### src/hdl/tcw_pkg.sv
// Shared constants for the text console writer: geometry defaults and byte codes.
`timescale 1ns / 1ps
`default_nettype none
package tcw_pkg;

  // Default screen geometry
  localparam int DEF_COLUMNS  = 80;
  localparam int DEF_ROWS     = 25;
  localparam int DEF_TAB_STEP = 4;

  // Fixed field widths of the stream items
  localparam int BYTE_W  = 8;
  localparam int INDEX_W = 11;
  localparam int POS_W   = 11;
  localparam int CELL_W  = 16;

  // Attribute after reset
  localparam logic [BYTE_W-1:0] ATTR_RESET = 8'd7;

  // Control bytes
  localparam logic [BYTE_W-1:0] CH_NUL = 8'd0;
  localparam logic [BYTE_W-1:0] CH_BS  = 8'd8;
  localparam logic [BYTE_W-1:0] CH_TAB = 8'd9;
  localparam logic [BYTE_W-1:0] CH_LF  = 8'd10;
  localparam logic [BYTE_W-1:0] CH_VT  = 8'd11;
  localparam logic [BYTE_W-1:0] CH_FF  = 8'd12;
  localparam logic [BYTE_W-1:0] CH_CR  = 8'd13;
  localparam logic [BYTE_W-1:0] CH_ESC = 8'd27;

  // Command codes carried in tuser
  localparam logic CMD_WRITE = 1'b0;
  localparam logic CMD_READ  = 1'b1;

endpackage
`default_nettype wire

### src/hdl/tcw_rem.sv
// Shared remainder unit: reciprocal multiplication by one of two constant divisors.
`timescale 1ns / 1ps
`default_nettype none
module tcw_rem #(
  parameter int DW = 12,
  parameter int VW = 7,
  parameter int D0 = tcw_pkg::DEF_COLUMNS,
  parameter int D1 = tcw_pkg::DEF_TAB_STEP
) (
  input  wire logic          clk,
  input  wire logic          rst_n,
  input  wire logic          start,
  input  wire logic          sel,       // 0 divides by D0, 1 by D1
  input  wire logic [DW-1:0] dividend,
  output logic               done,
  output logic      [VW-1:0] remainder
);

  // floor(n / d) = (n * M) >> S for every DW-bit n,
  // with S = DW + ceil(log2 d) and M = ceil(2^S / d)
  localparam int S0 = DW + $clog2(D0);
  localparam int S1 = DW + $clog2(D1);
  localparam int M0 = ((1 << S0) + D0 - 1) / D0;
  localparam int M1 = ((1 << S1) + D1 - 1) / D1;
  localparam int MW = DW + 2;
  localparam int PW = DW + MW;

  localparam logic [MW-1:0] M0_W = MW'(M0);
  localparam logic [MW-1:0] M1_W = MW'(M1);
  localparam logic [DW-1:0] D0_W = DW'(D0);
  localparam logic [DW-1:0] D1_W = DW'(D1);

  logic          busy_r, busy_nxt;
  logic          phase_r, phase_nxt;
  logic          done_r, done_nxt;
  logic          sel_r, sel_nxt;
  logic [DW-1:0] dvd_r, dvd_nxt;
  logic [DW-1:0] quo_r, quo_nxt;
  logic [VW-1:0] rem_r, rem_nxt;
  logic [MW-1:0] mul_m;
  logic [DW-1:0] mul_d;
  logic [PW-1:0] prod;
  logic [DW-1:0] quo_calc;
  logic [DW-1:0] rest;

  assign mul_m    = sel_r ? M1_W : M0_W;
  assign mul_d    = sel_r ? D1_W : D0_W;
  assign prod     = PW'(dvd_r) * PW'(mul_m);
  assign quo_calc = sel_r ? DW'(prod >> S1) : DW'(prod >> S0);
  assign rest     = dvd_r - quo_r * mul_d;

  always_comb begin
    busy_nxt  = busy_r;
    phase_nxt = phase_r;
    done_nxt  = 1'b0;
    sel_nxt   = sel_r;
    dvd_nxt   = dvd_r;
    quo_nxt   = quo_r;
    rem_nxt   = rem_r;
    if (start) begin
      busy_nxt  = 1'b1;
      phase_nxt = 1'b0;
      sel_nxt   = sel;
      dvd_nxt   = dividend;
    end else if (busy_r) begin
      if (!phase_r) begin
        // take the quotient from the reciprocal product
        quo_nxt   = quo_calc;
        phase_nxt = 1'b1;
      end else begin
        // keep what the quotient leaves
        rem_nxt  = rest[VW-1:0];
        busy_nxt = 1'b0;
        done_nxt = 1'b1;
      end
    end
  end

  always_ff @(posedge clk) begin
    if (!rst_n) begin
      busy_r  <= 1'b0;
      phase_r <= 1'b0;
      done_r  <= 1'b0;
    end else begin
      busy_r  <= busy_nxt;
      phase_r <= phase_nxt;
      done_r  <= done_nxt;
    end
    sel_r <= sel_nxt;
    dvd_r <= dvd_nxt;
    quo_r <= quo_nxt;
    rem_r <= rem_nxt;
  end

  assign done      = done_r;
  assign remainder = rem_r;

endmodule
`default_nettype wire

### config.mk
export PLATFORM = sky130hd
export DESIGN_NAME = tcw_rem
export DESIGN_NICKNAME = d
export VERILOG_FILES = /design/src/hdl/tcw_pkg.sv /design/src/hdl/tcw_rem.sv
export SDC_FILE = /design/constraint.sdc
export NUM_CORES = 1
export LEC_CHECK = 0
export BUFFER_PORTS_ARGS = -buffer_cell sky130_fd_sc_hd__buf_2
export CAP_MARGIN = 20
export CORE_ASPECT_RATIO = 0.75
export CORE_MARGIN = 1
export CORE_UTILIZATION = 26
export DETAILED_ROUTE_END_ITERATION = 16
export MAX_ROUTING_LAYER = met4
export PLACE_DENSITY = 0.41
export SLEW_MARGIN = 15
export SYNTH_ARGS = -nofsm -noshare
export SYNTH_HDL_FRONTEND = slang
export SYNTH_SLANG_ARGS = --single-unit
### constraint.sdc
create_clock -name clk -period 6.65 [get_ports clk]
set_clock_uncertainty 0.15 [all_clocks]
set_input_delay 0.9975 -clock clk [delete_from_list [all_inputs] [get_ports clk]]
set_output_delay 0.9975 -clock clk [all_outputs]
set_load 0.01 [all_outputs]
; ---- Word level (Yosys, flattened, before mapping)
; Cells that the tools add are included.
[classes]
n_addsub = 1
n_mul = 2
bitwise_logic = 4
n_reduce_logical = 4
muxes = 7
[ops]
columns = op, n
row1 = 12-bit by 13-bit multiplier with 25-bit output, 1
row2 = 7-bit 2-to-1 mux, 2
row3 = 12-bit 2-to-1 mux, 1
row4 = 11-bit by 7-bit multiplier with 7-bit output, 1
row5 = 7-bit subtractor, 1
row6 = 3-bit AND reduction, 2
row7 = 1-bit 2-to-1 mux, 4
row8 = 1-bit NOT, 4
row9 = 3-bit OR reduction, 1
row10 = 2-bit OR reduction, 1
[word_totals]
ff_bits = 34
input_bits = 16
out_inout_bits = 8
wordCells = 26

; ---- Depth between registers and ports, before layout
[depth]
depth_word = 3
ltp_mapped = 20

; ---- Least setup slack after synthesis
; Ideal clock, no wire load.
[synth_path]
path_type = reg-to-reg
from = register sel_r
to = register quo_r[4], data pin
path_stages_with_launch = 21
slack_ns = 1.192
n_path_buf = 3
setup_ns = 0.271
required_ns = 6.229
synth_period_minus_slack_ns = 5.458
arrival_ns = 5.037
cell_sequence = edfxtp_1 clkbuf_1 buf_1 clkbuf_1 nor2_1 ha_1 inv_1 fa_1 inv_1 fa_1 inv_1 fa_1 fa_1 inv_1 ha_1 o211ai_1 a211o_1 or3_4 a21oi_1 or4_1 o211ai_1
[synth_between]
elab_chain_len = 3
[synth_lines]
columns = element, line
row1 = "start, declared", tcw_rem.sv:36  ; logic sel_r, sel_nxt;
row2 = "start signal, assigned", tcw_rem.sv:89  ; sel_r <= sel_nxt;
row3 = 12-bit 2-to-1 mux, tcw_rem.sv:46  ; assign mul_m = sel_r ? M1_W : M0_W;
row4 = 12-bit by 13-bit multiplier with 25-bit output, tcw_rem.sv:48  ; assign prod = PW'(dvd_r) * PW'(mul_m);
row5 = 7-bit 2-to-1 mux *, tcw_rem.sv:49  ; assign quo_calc = sel_r ? DW'(prod >> S1) : DW'(prod >> S0);
row6 = net quo_calc[4], tcw_rem.sv:43  ; logic [DW-1:0] quo_calc;
row7 = "end signal, assigned", tcw_rem.sv:91  ; quo_r <= quo_nxt;
row8 = "end, declared", tcw_rem.sv:38  ; logic [DW-1:0] quo_r, quo_nxt;
; The timed path passes the listed nets; every way through them passes the cells marked *.
; A chain may end at the register's enable or synchronous reset.

; ---- Worst setup path after layout
[layout_path]
from = register sel_r
to = register quo_r[0], data pin
; Same word-level chain as after synthesis.

==> impl_metrics.tcl <==
set metrics [dict create \
    place_congestion 0.862 \
    relSlewSlack_pct 55.3 \
    first_global_vias 2852 \
    layout_commonest_cell "inv_1" \
    rsz0062_at_grt "false" \
    leakagePower_uw 0.00223 \
    total_power_uw 1430 \
    grt-ovfl-total 0 \
    drt_iter0_drc 70 \
    syn_inst 395 \
    crit_fanout 12 \
    num_rows 38 \
    max_freq_mhz 174 \
    drtAntennaViolNets 0 \
    cts_hold_buf 0 \
    post_cts_resized 0 \
    crit_arrival_ps 5600 \
    yosysWarnings 0 \
    final_nets 560 \
    vdd.ir_drop.worst_mv 0.172 \
    synth_area_per_cell_um2 10.0 \
    tightest_slew_ps 667 \
    num_vias 2665 \
    final_cell_mix "100 x inv_1, 82 x ha_1, 40 x fa_1, 25 x edfxtp_1, 23 x buf_2" \
    period_share_pct 86.3 \
    antenna_found_initial 0 \
    port_buffers 23 \
    grt_max_degree 18 \
    drive_above_1_share_pct 9.50 \
    synthFlopType "edfxtp_1" \
    dieHeight_um 109 \
    cts_root_buf "clkbuf_16" \
    clock_path_buffers 2 \
    nFillCells 1582 \
    io_pins 24 \
    ys_seq_area_share_pct 20.4 \
    cts_setup_buffers 0 \
    r2r_end "quo_r[0]" \
    die_w_um 145 \
    cts_made_buffers 3 \
    synth_nets 533 \
    wl_per_cell_um 14.5 \
    pwr_density_cell_mw_per_mm2 322 \
    syn_to_final_growth_pct 12.1 \
    synth_top_area_share_pct 25.9 \
    max_cap_violations 0 \
    reg2reg_depth 18 \
    hold_viol 0 \
    startpoint_type "register" \
    totalWireLength_mm 8.98 \
    synth_area_leader_cell "ha_1" \
    seq_area_um2 811 \
    path_class "reg2reg" \
    synth.ff_latch_count 28 \
    fin_setup_tns_ps 0 \
    syn-cell-area_mm2 0.00397 \
    r2r_slack_ps 910 \
    dieArea_mm2 0.0158 \
    coreArea_mm2 0.0147 \
    dp_hpwl_mm 8.12 \
    critPathCaptureType "register" \
    async_reset_ff_share_pct 0 \
    period_minus_slack_ps 5740 \
    clock_sinks 28 \
    firstDrtPassIters 5 \
    cts_max_level 1 \
    grt_pass1_wl_mm 15.0 \
    multi_input_area_mm2 0.00278 \
    status "completed" \
    min_path_cells 2 \
    fin_util_pct 30.3 \
    via_per_inst 4.29 \
    synth_area_leaders "ha_1 26%, fa_1 20%, edfxtp_1 19%, inv_1 9.5%, xnor2_1 3.3%" \
    drc 0 \
    slew_violations 0 \
    clk_latency_ps 270 \
    clk_pin_slew_ps 70 \
    r2r-start "sel_r" \
    crit_required_ps 6500 \
    holdPathEnd "phase_r" \
    setup_viol 0 \
    cts_tree "done" \
    hold_path_startpoint "busy_r" \
    diodes 0 \
    yosysUniqueCellTypes 45 \
    synth_edf_count 25 \
    grt_use_total_pct 13.1 \
    hp-class "reg2reg" \
    start_util_pct 27.0 \
]
[report_power, final]
part / switching, uW / total [uW] / internal, uW
clock: 60.9 / 181 / 120
sequential: 18.3 / 245 / 227
combinational: 586 / 1010 / 421
total: 666 / 1430 / 768
[critical path, stage by stage (launching register included)]
cell      delay, ps
edfxtp_1        550
buf_4           240
nor2_1          310
ha_1            240
inv_1            50
fa_1            500
inv_1            50
fa_1            480
inv_1            60
fa_1            500
fa_1            560
inv_1            50
ha_1            350
o211ai_1        120
a211o_1         320
or3_4           410
nand2_1          70
nor2_1           40
o31ai_1         420
[sequential cells by signal, indices dropped and copies added, names as in the netlist]
register   count
quo_r          5
busy_r         1
remainder      7
phase_r        1
dvd_r         12
done           1
sel_r          1
[cells by family (layout without fill, tap and decap cells)]
family	count (synthesis)	after routing	share of synthesized area (%)
DFF	28	28	20.4
AOI/OAI and AO/OA	53	53	9.74
xor gates and xnor gates	22	22	4.86
buffers and inverters	103	129	9.74
muxes	2	2	0.536
other	1	1	0.0945
and+or+nand+nor	64	64	8.55
adders and majority gates	122	122	46.0
[through the flow]
| step | instance area, um^2 | instances | worst slack, ps | hold slack [ps] |
|---|---|---|---|---|
| CTS | 4450 | 621 | 850 | 355 |
| global placement | 4340 | 617 | 961 | 333 |
| finish | 4450 | 621 | 909 | 350 |
| global route | 4450 | 621 | 636 | 388 |
| floorplan | 3970 | 395 | 1190 | 319 |
| detailed placement | 4340 | 617 | 896 | 345 |
[how the worst max path moves through the flow]
stage	start	end	slack (ps)	cells past startpoint
2_1_floorplan	sel_r	quo_r[4]	1190	20
3_3_place_gp	sel_r	quo_r[0]	960	19
3_5_place_dp	sel_r	quo_r[0]	900	18
4_1_cts	sel_r	quo_r[0]	850	18
5_1_grt	sel_r	quo_r[0]	640	18
6_report	sel_r	quo_r[0]	910	18
[layout make-up]
type / count / share of cell area, %
Multi-Input combinational cell: 264 / 62.4
Sequential cell: 28 / 18.2
Inverter: 100 / 8.44
Tap cell: 200 / 5.63
Timing Repair Buffer: 25 / 2.93
Clock buffer: 3 / 1.69
Clock inverter: 1 / 0.675
[synthesized netlist by cell type, types with 4 or more instances]
cell type / number
nand3_1: 6
ha_1: 82
a211oi_1: 5
fa_1: 40
edfxtp_1: 25
nor2_1: 9
o21ai_0: 7
nand2_1: 16
o211ai_1: 4
inv_1: 100
a21oi_1: 13
o21a_1: 4
nor2b_1: 11
and2_1: 9
xnor2_1: 15
xor2_1: 7
[metal layers]
metal	wire length (um)	global-route usage, %	up-vias
met3	280	1.49	4
met1	5070	20.3	1277
met5	0	-	-
met2	3580	18.2	40
li1	-	-	1344
met4	48	1.80	0
No activity file was read; power rests on OpenSTA's default activity.
